`src/hw/rtl/six_channel_sample_averager_top_defines.svh`:
```
// Assertion macros used by the averager's top-level RTL file.
`ifndef SIX_CHANNEL_SAMPLE_AVERAGER_TOP_DEFINES_SVH
`define SIX_CHANNEL_SAMPLE_AVERAGER_TOP_DEFINES_SVH

// Same-cycle implication, checked on the rising clock edge outside reset.
`define SCSA_ASSERT_IMP(lbl, ante, cons, msg) \
    lbl: assert property (@(posedge i_clk) disable iff (!i_rst_n) (ante) |-> (cons)) \
        else $error(msg);

// Next-cycle implication, checked on the rising clock edge outside reset.
`define SCSA_ASSERT_NXT(lbl, ante, cons, msg) \
    lbl: assert property (@(posedge i_clk) disable iff (!i_rst_n) (ante) |=> (cons)) \
        else $error(msg);

`endif

```
`src/hw/rtl/scsa_pkg.sv`:
```
package scsa_pkg;

    localparam int NUM_CHAN     = 6;
    localparam int SAMPLE_BITS  = 16;
    localparam int SAMPLE_W     = 16;
    localparam int AVG_W        = 16;
    localparam int COUNT_MAX    = 1023;
    localparam int CNT_W        = $clog2(COUNT_MAX + 1);
    localparam int THR_W        = 10;
    localparam int CMP_W        = (CNT_W > THR_W) ? CNT_W : THR_W;
    // Sums must hold COUNT_MAX full-scale samples of either sign.
    localparam int SUM_W        = $clog2(COUNT_MAX) + SAMPLE_BITS + 1;
    localparam int CH_W         = $clog2(NUM_CHAN);
    localparam int STEP_W       = $clog2(SUM_W);
    localparam int IN_TDATA_W   = ((NUM_CHAN * SAMPLE_W + 7) / 8) * 8;
    localparam int OUT_TDATA_W  = ((NUM_CHAN * AVG_W + CNT_W + 7) / 8) * 8;
    localparam logic [THR_W-1:0] THRESH_RESET = THR_W'(100);

    typedef struct packed {
        logic            accept;
        logic            load_div;
        logic            step_div;
        logic            store_q;
        logic            load_out;
        logic [CH_W-1:0] chan;
    } t_cmd;

    typedef struct packed {
        logic emit;
        logic out_free;
    } t_stat;

endpackage

```
`src/hw/rtl/scsa_ctrl.sv`:
```
module scsa_ctrl (
    input  logic             i_clk,
    input  logic             i_rst_n,
    input  logic             i_in_valid,
    output logic             o_in_ready,
    input  scsa_pkg::t_stat  i_stat,
    output scsa_pkg::t_cmd   o_cmd
);

    localparam logic [2:0] ST_IDLE  = 3'd0;
    localparam logic [2:0] ST_LOAD  = 3'd1;
    localparam logic [2:0] ST_ITER  = 3'd2;
    localparam logic [2:0] ST_STORE = 3'd3;
    localparam logic [2:0] ST_OUT   = 3'd4;

    localparam logic [scsa_pkg::STEP_W-1:0] LAST_STEP =
        scsa_pkg::STEP_W'(scsa_pkg::SUM_W - 1);
    localparam logic [scsa_pkg::CH_W-1:0] LAST_CHAN =
        scsa_pkg::CH_W'(scsa_pkg::NUM_CHAN - 1);

    logic [2:0]                    r_state, n_state;
    logic [scsa_pkg::CH_W-1:0]     r_chan, n_chan;
    logic [scsa_pkg::STEP_W-1:0]   r_step, n_step;
    logic                          w_accept;

    assign o_in_ready = (r_state == ST_IDLE);
    assign w_accept   = i_in_valid && o_in_ready;

    always_comb begin
        n_state        = r_state;
        n_chan         = r_chan;
        n_step         = r_step;
        o_cmd          = '0;
        o_cmd.accept   = w_accept;
        o_cmd.chan     = r_chan;
        case (r_state)
            ST_IDLE: begin
                if (w_accept && i_stat.emit) begin
                    n_state = ST_LOAD;
                    n_chan  = '0;
                end
            end
            ST_LOAD: begin
                o_cmd.load_div = 1'b1;
                n_step         = '0;
                n_state        = ST_ITER;
            end
            ST_ITER: begin
                o_cmd.step_div = 1'b1;
                n_step         = r_step + 1'b1;
                if (r_step == LAST_STEP) begin
                    n_state = ST_STORE;
                end
            end
            ST_STORE: begin
                o_cmd.store_q = 1'b1;
                if (r_chan == LAST_CHAN) begin
                    n_state = ST_OUT;
                end else begin
                    n_chan  = r_chan + 1'b1;
                    n_state = ST_LOAD;
                end
            end
            ST_OUT: begin
                if (i_stat.out_free) begin
                    o_cmd.load_out = 1'b1;
                    n_state        = ST_IDLE;
                end
            end
            default: begin
                n_state = ST_IDLE;
            end
        endcase
    end

    always_ff @(posedge i_clk) begin
        if (!i_rst_n) begin
            r_state <= ST_IDLE;
            r_chan  <= '0;
            r_step  <= '0;
        end else begin
            r_state <= n_state;
            r_chan  <= n_chan;
            r_step  <= n_step;
        end
    end

endmodule

```
`src/hw/rtl/scsa_dp.sv`:
```
module scsa_dp (
    input  logic                                i_clk,
    input  logic                                i_rst_n,
    input  scsa_pkg::t_cmd                      i_cmd,
    output scsa_pkg::t_stat                     o_stat,
    input  logic                                i_cfg_we,
    input  logic [scsa_pkg::THR_W-1:0]          i_cfg_data,
    // Fields from bit 0 up: x/y/z rate sample, x/y/z accel sample.
    input  logic [scsa_pkg::IN_TDATA_W-1:0]     i_in_data,
    input  logic                                i_in_restart,
    input  logic                                i_out_ready,
    output logic                                o_out_valid,
    // Fields from bit 0 up: x/y/z rate avg, x/y/z accel avg, scans averaged.
    output logic [scsa_pkg::OUT_TDATA_W-1:0]    o_out_data,
    output logic                                o_out_ovf
);

    localparam int SUM_W = scsa_pkg::SUM_W;
    localparam int CNT_W = scsa_pkg::CNT_W;
    localparam int AVG_W = scsa_pkg::AVG_W;
    localparam int NCH   = scsa_pkg::NUM_CHAN;
    localparam int SB    = scsa_pkg::SAMPLE_BITS;
    localparam logic [CNT_W-1:0] CNT_FULL = CNT_W'(scsa_pkg::COUNT_MAX);

    logic signed [SUM_W-1:0] r_sum [NCH];
    logic signed [SUM_W-1:0] n_sum [NCH];
    logic [CNT_W-1:0]        r_count, n_count, w_base_cnt;
    logic                    r_drop, n_drop, w_full;
    logic [scsa_pkg::THR_W-1:0] r_thresh;

    logic [CNT_W-1:0]        r_rem, n_rem;
    logic [SUM_W-1:0]        r_quo;
    logic                    r_neg;
    logic [CNT_W:0]          w_shift;
    logic                    w_ge;
    logic signed [SUM_W-1:0] w_sel_sum;
    logic [SUM_W-1:0]        w_mag;
    logic [AVG_W-1:0]        w_q16;

    logic [AVG_W-1:0]        r_avg [NCH];
    logic [AVG_W-1:0]        r_out_avg [NCH];
    logic [CNT_W-1:0]        r_out_cnt;
    logic                    r_out_ovf;
    logic                    r_out_valid;

    // Scan update: optional restart, then add unless the count is saturated.
    always_comb begin
        logic signed [SUM_W-1:0] base;
        logic signed [SUM_W-1:0] smp;
        w_base_cnt = i_in_restart ? '0 : r_count;
        w_full     = (w_base_cnt >= CNT_FULL);
        n_count    = w_full ? w_base_cnt : w_base_cnt + 1'b1;
        n_drop     = (i_in_restart ? 1'b0 : r_drop) | w_full;
        for (int i = 0; i < NCH; i++) begin
            base = i_in_restart ? '0 : r_sum[i];
            smp  = SUM_W'($signed(i_in_data[i*scsa_pkg::SAMPLE_W +: SB]));
            n_sum[i] = w_full ? base : base + smp;
        end
    end

    assign o_stat.emit     = (scsa_pkg::CMP_W'(n_count) > scsa_pkg::CMP_W'(r_thresh));
    assign o_stat.out_free = !r_out_valid || i_out_ready;

    // Restoring divider: one quotient bit per step on the sum magnitude.
    assign w_sel_sum = r_sum[i_cmd.chan];
    assign w_mag     = w_sel_sum[SUM_W-1] ? SUM_W'(-w_sel_sum) : SUM_W'(w_sel_sum);
    assign w_shift   = {r_rem, r_quo[SUM_W-1]};
    assign w_ge      = (w_shift >= {1'b0, r_count});
    assign n_rem     = w_ge ? CNT_W'(w_shift - {1'b0, r_count}) : w_shift[CNT_W-1:0];
    assign w_q16     = r_neg ? AVG_W'(-r_quo[AVG_W-1:0]) : r_quo[AVG_W-1:0];

    always_ff @(posedge i_clk) begin
        if (!i_rst_n) begin
            for (int i = 0; i < NCH; i++) begin
                r_sum[i] <= '0;
            end
            r_count     <= '0;
            r_drop      <= 1'b0;
            r_thresh    <= scsa_pkg::THRESH_RESET;
            r_out_valid <= 1'b0;
        end else begin
            if (i_cfg_we) begin
                r_thresh <= i_cfg_data;
            end
            if (i_cmd.accept) begin
                for (int i = 0; i < NCH; i++) begin
                    r_sum[i] <= n_sum[i];
                end
                r_count <= n_count;
                r_drop  <= n_drop;
            end
            if (i_cmd.load_out) begin
                r_out_valid <= 1'b1;
            end else if (i_out_ready) begin
                r_out_valid <= 1'b0;
            end
        end
    end

    always_ff @(posedge i_clk) begin
        if (i_cmd.load_div) begin
            r_rem <= '0;
            r_quo <= w_mag;
            r_neg <= w_sel_sum[SUM_W-1];
        end else if (i_cmd.step_div) begin
            r_rem <= n_rem;
            r_quo <= {r_quo[SUM_W-2:0], w_ge};
        end
        if (i_cmd.store_q) begin
            r_avg[i_cmd.chan] <= w_q16;
        end
        if (i_cmd.load_out) begin
            for (int i = 0; i < NCH; i++) begin
                r_out_avg[i] <= r_avg[i];
            end
            r_out_cnt <= r_count;
            r_out_ovf <= r_drop;
        end
    end

    always_comb begin
        o_out_data = '0;
        for (int i = 0; i < NCH; i++) begin
            o_out_data[i*AVG_W +: AVG_W] = r_out_avg[i];
        end
        o_out_data[NCH*AVG_W +: CNT_W] = r_out_cnt;
    end

    assign o_out_valid = r_out_valid;
    assign o_out_ovf   = r_out_ovf;

endmodule

```
`src/hw/rtl/six_channel_sample_averager_top.sv`:
```
// Six-channel boxcar averager for converter scans.
// The slave stream takes one scan per request: tdata carries the x, y, z rate
// samples and then the x, y, z accelerometer samples, 16 bits each, and tuser
// carries the restart flag, which clears the sums, count and drop flag first.
// Each accepted scan is added to six running sums in the cycle it is taken,
// unless the count has saturated. When the scan count then exceeds the
// threshold register, the six averages are formed by one shared restoring
// divider that produces one quotient bit per cycle, with a load, 27 quotient
// steps and a store per channel; the result is then offered on the master
// stream once the output register is free. The slave side opens again after
// that, so no new scan is taken while a result is being formed, while a scan
// that produces none leaves it ready; throughput is set by that divider loop.
// The master tdata carries the six averages and the scan count; tuser is the
// overflow flag. A result sits in an output register, so a stalled receiver
// only holds back the next scan that would also produce a result.
// The threshold is written through the cfg channel, which is always ready.
// Synchronous active-low reset clears the sums, count, drop flag and handshake
// state and returns the threshold to 100.
`include "six_channel_sample_averager_top_defines.svh"

module six_channel_sample_averager_top (
    input  logic                                i_clk,
    input  logic                                i_rst_n,
    input  logic                                i_s_tvalid,
    output logic                                o_s_tready,
    // Fields from bit 0 up: x_rate, y_rate, z_rate, x_accel, y_accel, z_accel.
    input  logic [scsa_pkg::IN_TDATA_W-1:0]     i_s_tdata,
    // Fields from bit 0 up: restart.
    input  logic                                i_s_tuser,
    output logic                                o_m_tvalid,
    input  logic                                i_m_tready,
    // Fields from bit 0 up: x_rate_avg, y_rate_avg, z_rate_avg, x_accel_avg,
    // y_accel_avg, z_accel_avg, scans_averaged, zero padding.
    output logic [scsa_pkg::OUT_TDATA_W-1:0]    o_m_tdata,
    // Fields from bit 0 up: overflowed.
    output logic                                o_m_tuser,
    input  logic                                i_cfg_valid,
    output logic                                o_cfg_ready,
    input  logic [scsa_pkg::THR_W-1:0]          i_cfg_data
);

    scsa_pkg::t_cmd  w_cmd;
    scsa_pkg::t_stat w_stat;

    // Signals used only by the checks at the end of the module.
    logic                       w_emit_take;
    logic [scsa_pkg::CNT_W-1:0] w_out_cnt;
    logic                       w_out_full;

    // Register writes are taken in any cycle.
    assign o_cfg_ready = 1'b1;

    scsa_ctrl u_ctrl (
        .i_clk      (i_clk),
        .i_rst_n    (i_rst_n),
        .i_in_valid (i_s_tvalid),
        .o_in_ready (o_s_tready),
        .i_stat     (w_stat),
        .o_cmd      (w_cmd)
    );

    scsa_dp u_dp (
        .i_clk        (i_clk),
        .i_rst_n      (i_rst_n),
        .i_cmd        (w_cmd),
        .o_stat       (w_stat),
        .i_cfg_we     (i_cfg_valid),
        .i_cfg_data   (i_cfg_data),
        .i_in_data    (i_s_tdata),
        .i_in_restart (i_s_tuser),
        .i_out_ready  (i_m_tready),
        .o_out_valid  (o_m_tvalid),
        .o_out_data   (o_m_tdata),
        .o_out_ovf    (o_m_tuser)
    );

    // A scan request taken at this edge that will produce a result.
    assign w_emit_take = i_s_tvalid && o_s_tready && w_stat.emit;
    // The scans_averaged field of the presented result.
    assign w_out_cnt   = o_m_tdata[scsa_pkg::NUM_CHAN*scsa_pkg::AVG_W +: scsa_pkg::CNT_W];
    assign w_out_full  = (w_out_cnt == scsa_pkg::CNT_W'(scsa_pkg::COUNT_MAX));

    // A scan that produces a result must close the slave side while dividing.
    `SCSA_ASSERT_NXT(a_busy_after_emit, w_emit_take, !o_s_tready, "slave side open during division")
    // A delivered result always covers at least one scan.
    `SCSA_ASSERT_IMP(a_count_nonzero, o_m_tvalid, w_out_cnt != '0, "result with zero scans")
    // Dropped scans happen only once the count has saturated.
    `SCSA_ASSERT_IMP(a_ovf_saturated, o_m_tvalid && o_m_tuser, w_out_full, "overflow early")

endmodule
```
`config.mk`:
```
export PLATFORM = sky130hd
export DESIGN_NAME = six_channel_sample_averager_top
export DESIGN_NICKNAME = d
export VERILOG_FILES = /design/src/hw/rtl/scsa_pkg.sv /design/src/hw/rtl/scsa_ctrl.sv /design/src/hw/rtl/scsa_dp.sv /design/src/hw/rtl/six_channel_sample_averager_top.sv
export VERILOG_INCLUDE_DIRS = /design/src /design/src/hw/rtl
export SDC_FILE = /design/constraint.sdc
export NUM_CORES = 1
export LEC_CHECK = 0
export ABC_AREA = 1
export BUFFER_PORTS_ARGS = -buffer_cell sky130_fd_sc_hd__buf_4
export CAP_MARGIN = 20
export CORE_MARGIN = 4
export CORE_UTILIZATION = 25
export CTS_CLUSTER_SIZE = 16
export DETAILED_ROUTE_END_ITERATION = 8
export SYNTH_ARGS = -nofsm -noshare
export SYNTH_HDL_FRONTEND = slang
export SYNTH_SLANG_ARGS = --single-unit
```
`constraint.sdc`:
```
create_clock -name i_clk -period 6 [get_ports i_clk]
set_clock_uncertainty 0.05 [all_clocks]
set_input_delay 0 -clock i_clk [delete_from_list [all_inputs] [get_ports i_clk]]
set_output_delay 0 -clock i_clk [all_outputs]
set_load 0.005 [all_outputs]
```
==> metrics.log <==
INFO  metric clock_tree_from_tritoncts = done
INFO  metric power.clock.fraction = 34.3%
INFO  metric setup.worst_path.class = flip-flop to flip-flop
INFO  metric timing.critical_path.cells = inv_1, nor2_1, ha_1, inv_1, nor4_4, nand2_2, nor2_4, nor3_1, a21oi_2, ha_1, a21oi_1, o21ai_0, nand2_1, nand2_1, o21bai_1, nand2_1, nand2_1, nand2_1, a21oi_1
INFO  metric footprint_of_the_multi_input_gates = 0.01494 mm²
INFO  metric grt_antenna_before_repair = 1
INFO  metric detailedRoute.firstPassIterationCount = 5
INFO  metric timing_worst_slew_pin_value = 1.072 ns
INFO  metric crit_top_cell = sky130_fd_sc_hd__nand2_1
INFO  metric cp.required = 6.47 ns
INFO  metric n_antenna_cell = 0
INFO  metric timing_max_transition_violations_final = 0
INFO  metric power-per-cell-area = 269.9 mW/mm²
INFO  metric avgViaCountPerCell = 4.652
INFO  metric slew_headroom = 28.53%
INFO  metric ys_warn_count = 0
INFO  metric avgRoutedWirePerCell = 17.02 µm
INFO  metric grt_start_max_net_pins = 90
INFO  metric netlist_area = 0.03040 mm²
INFO  metric area.sequential = 0.01273 mm²
INFO  metric fin_setup_tns = 0 ns
INFO  metric cellInternalPower = 6.494 mW
INFO  metric die_area = 0.1273 mm²
INFO  metric route.top_layer_used = met5
INFO  metric critPathSlowestCell = sky130_fd_sc_hd__dfxtp_1
INFO  metric routed_wl = 99360 µm
INFO  metric min-delay-path-class = input port to flip-flop
INFO  metric finalPower = 9.802 mW
INFO  metric std_cell_rows = 127
INFO  metric timing.critical_path.fanout_max = 15
INFO  metric critical_path.endpoint_type = flip-flop
INFO  metric arrival = 4.18 ns
INFO  metric power.net_switching = 3.308 mW
INFO  metric drc_violation_total_after_the_first_tritonroute_iteration = 2306
INFO  metric clkLatencyLatePin = 0.63 ns
INFO  metric ioPinCount = 228
INFO  metric drv_cap = 0
INFO  metric grt_pass1_wl = 149900 µm
INFO  metric share_seq_of_total_power = 38.4%
INFO  metric numCtsBuffers = 50
INFO  metric final_antenna_net_count = 0
INFO  metric p_leak = 16.81 nW
INFO  metric place_congestion = 0.9366
INFO  metric power.ir.vdd_worst = 0.2140 mV
INFO  metric fp.dieW = 356.7 µm
INFO  metric core_area = 0.1203 mm²
INFO  metric worst_hold_slack = 0.02357 ns
INFO  metric synth-seq-cells = 439
INFO  metric final.fill_count = 12835
INFO  metric final_cell_count_no_fill = 5839
INFO  metric layout_worst_path_cycle_share = 61.78%
INFO  metric synth_cells = 3926
INFO  metric synth_cell_types = 52
INFO  metric route.detailed.drc = 0
INFO  metric report.final.setup_viol = 0
INFO  metric port-buffer-count = 220
INFO  metric fraction_of_final_layout_cells_sized_beyond_drive_strength_1 = 8.872%
INFO  metric initial_core_utilization = 25.27%
INFO  metric die_height = 356.7 µm
INFO  metric first_global_vias = 25480
INFO  metric max-clock-path-buffers = 3
INFO  metric comb_power_share = 27.3%
INFO  metric finalWorstSetupSlack = 2.293 ns
INFO  metric nNetsFinal = 4488
INFO  metric outcome = finished clean
INFO  metric pre_cts_ws = 2.229 ns
INFO  metric critical_path.max_stage_delay = 0.35 ns
INFO  metric area_growth = 19.44%
INFO  metric grt_usage = 15.07%
INFO  metric met1Wirelength = 45550 µm
INFO  metric ctsRootBufferMaster = sky130_fd_sc_hd__clkbuf_16
INFO  metric grt_overflow_total = 0
INFO  metric clk_pin_slew = 0.06 ns
INFO  metric clock-sinks = 439
INFO  metric routed-wl-met3 = 7620 µm
INFO  metric wl_met2 = 43290 µm
INFO  metric critPathLaunchType = flip-flop
INFO  metric avgSynthCellArea = 7.744 µm²
INFO  metric htree_num_levels = 2
INFO  metric routed-via-count = 27165
INFO  metric half_perimeter_wire_length_of_the_detailed_placement_result = 76090 µm
INFO  metric fmax = 269.8 MHz
INFO  metric proportion_of_synthesized_chip_area_in_sequential_cells = 41.85%
INFO  metric power.share.switching = 33.75%
INFO  metric finalHoldViolCount = 0
INFO  metric layout_min_cycle_time = 3.707 ns
INFO  metric placedCellCount = 5665
INFO  metric grt_setup_unrepaired = false
## per-stage QoR
step                      util, %  instance area, µm²
after CTS                   30.19               36310
after global routing        30.19               36310
after detailed placement    28.00               33680
after floorplan                 -               30420
after global placement      28.00               33680
final                       30.19               36310
## power by group through the flow
stage	clock network, mW	registers (mW)	logic, mW
2_1_floorplan	0	3.77	1.83
3_3_place_gp	0	3.82	2.57
3_5_place_dp	0	3.82	2.58
4_1_cts	3.45	3.76	2.64
5_1_grt	3.59	3.78	3.01
6_report	3.37	3.76	2.67
## critical path: cells and delay by family (launching register included)
family / cells / cell delay [ns]
and+or+nand+nor: 10 / 1.72
AOI/OAI and AO/OA: 5 / 0.81
adders and majority gates: 2 / 0.51
DFF: 1 / 0.35
buffers and inverters: 2 / 0.16
## kinds of logic after synthesis
group / Yosys count / synth area share (%)
other: 2 / 0.02470
adder cells (fa/ha/maj): 190 / 7.992
buffers and inverters: 686 / 9.218
AO/OA/AOI/OAI: 809 / 14.42
AND/OR/NAND/NOR: 1660 / 22.44
XOR/XNOR: 140 / 4.058
flip-flops: 439 / 41.85
## state kept, by name (all words and copies together) (netlist names), named ones only
| signal | count |
|---|---|
| u_dp.r_avg | 96 |
| u_dp.r_out_avg | 96 |
| u_dp.r_sum | 162 |
| u_dp.r_rem | 10 |
| u_dp.r_quo | 27 |
| u_ctrl.r_state | 3 |
| u_dp.r_neg | 1 |
| u_dp.r_thresh | 10 |
| u_ctrl.r_chan | 3 |
| u_dp.r_drop | 1 |
| u_dp.r_count | 10 |
| u_ctrl.r_step | 5 |
| u_dp.o_out_valid | 1 |
| u_dp.o_out_ovf | 1 |
| u_dp.r_out_cnt | 10 |
## timing repair
item / in CTS / in global routing
setup buffers: 0 / 0
hold buffers: 81 / 0
endpoints found under the hold margin: 65 / 0
gates resized for setup: 0 / 0
## layer usage
layer  up-vias  global-route usage, %
li1      13632                      -
met3       133                  2.904
met5         -                 0.3019
met1     12504                  21.14
met2       892                  23.52
met4         4                  4.351
## path summary, 6_finish.rpt
path                                     start  depth (start not counted)                               to  slack [ns]
setup / recovery  u_dp.r_count[0]$_SDFFE_PN0P_                         19    u_ctrl.r_chan[2]$_SDFFE_PN0P_        2.29
hold / removal                   i_s_tdata[28]                          5  u_dp.r_sum[1][12]$_SDFFCE_PN0P_        0.02
setup reg to reg  u_dp.r_count[0]$_SDFFE_PN0P_                         19    u_ctrl.r_chan[2]$_SDFFE_PN0P_        2.29
hold reg to reg     u_dp.r_avg[3][0]$_DFFE_PP_                          0   u_dp.r_out_avg[3][0]$_DFFE_PP_        0.36
## final cells by class
| class | instances | share of cell area, % |
|---|---|---|
| clock buffer | 59 | 3.652 |
| clock inverter | 34 | 1.354 |
| inverter | 560 | 5.816 |
| multi-input combinational | 2806 | 41.15 |
| sequential | 439 | 35.05 |
| tap | 1612 | 5.554 |
| timing repair buffer | 329 | 7.429 |
## synth_stat cells, drive strengths merged
cell type	count	share of area [%]
conb	2	0.025
xnor2	47	1.4
buf	66	1.5
clkbuf	60	0.74
o22ai	4	0.082
inv	558	6.9
nand4	42	0.86
nand2	929	12
clkinv	2	0.025
nand3b	13	0.32
or2	4	0.082
o31ai	2	0.049
o21ai	315	5.2
nor3	56	0.95
o311ai	1	0.029
o21a	1	0.025
a211oi	16	0.40
xor2	93	2.7
o211ai	34	0.84
nor2	397	5.0
a31oi	12	0.25
fa	7	0.46
nand3	213	3.6
a311oi	1	0.029
nand2b	1	0.021
nor4	5	0.15
a21boi	15	0.37
dfxtp	46	3.0
ha	183	7.5
a21o	18	0.44
edfxtp	393	39
a21oi	361	6.0
a31o	8	0.23
o21bai	21	0.52
## layout by cell type, fill, tap and decap left out, drive strengths merged, types with 16 or more instances in the layout
master       instances
a211oi              16
edfxtp             393
a21o                18
a21oi              361
dfxtp               46
nor3                56
nand4               42
nand3              213
ha                 183
xor2                93
nor2               397
o211ai              34
nand2              929
o21ai              315
inv                561
o21bai              21
xnor2               47
buf                248
dlygate4sd3         81
clkbuf              59
clkinv              21
Note: power is estimated with default switching activity, not from simulation.
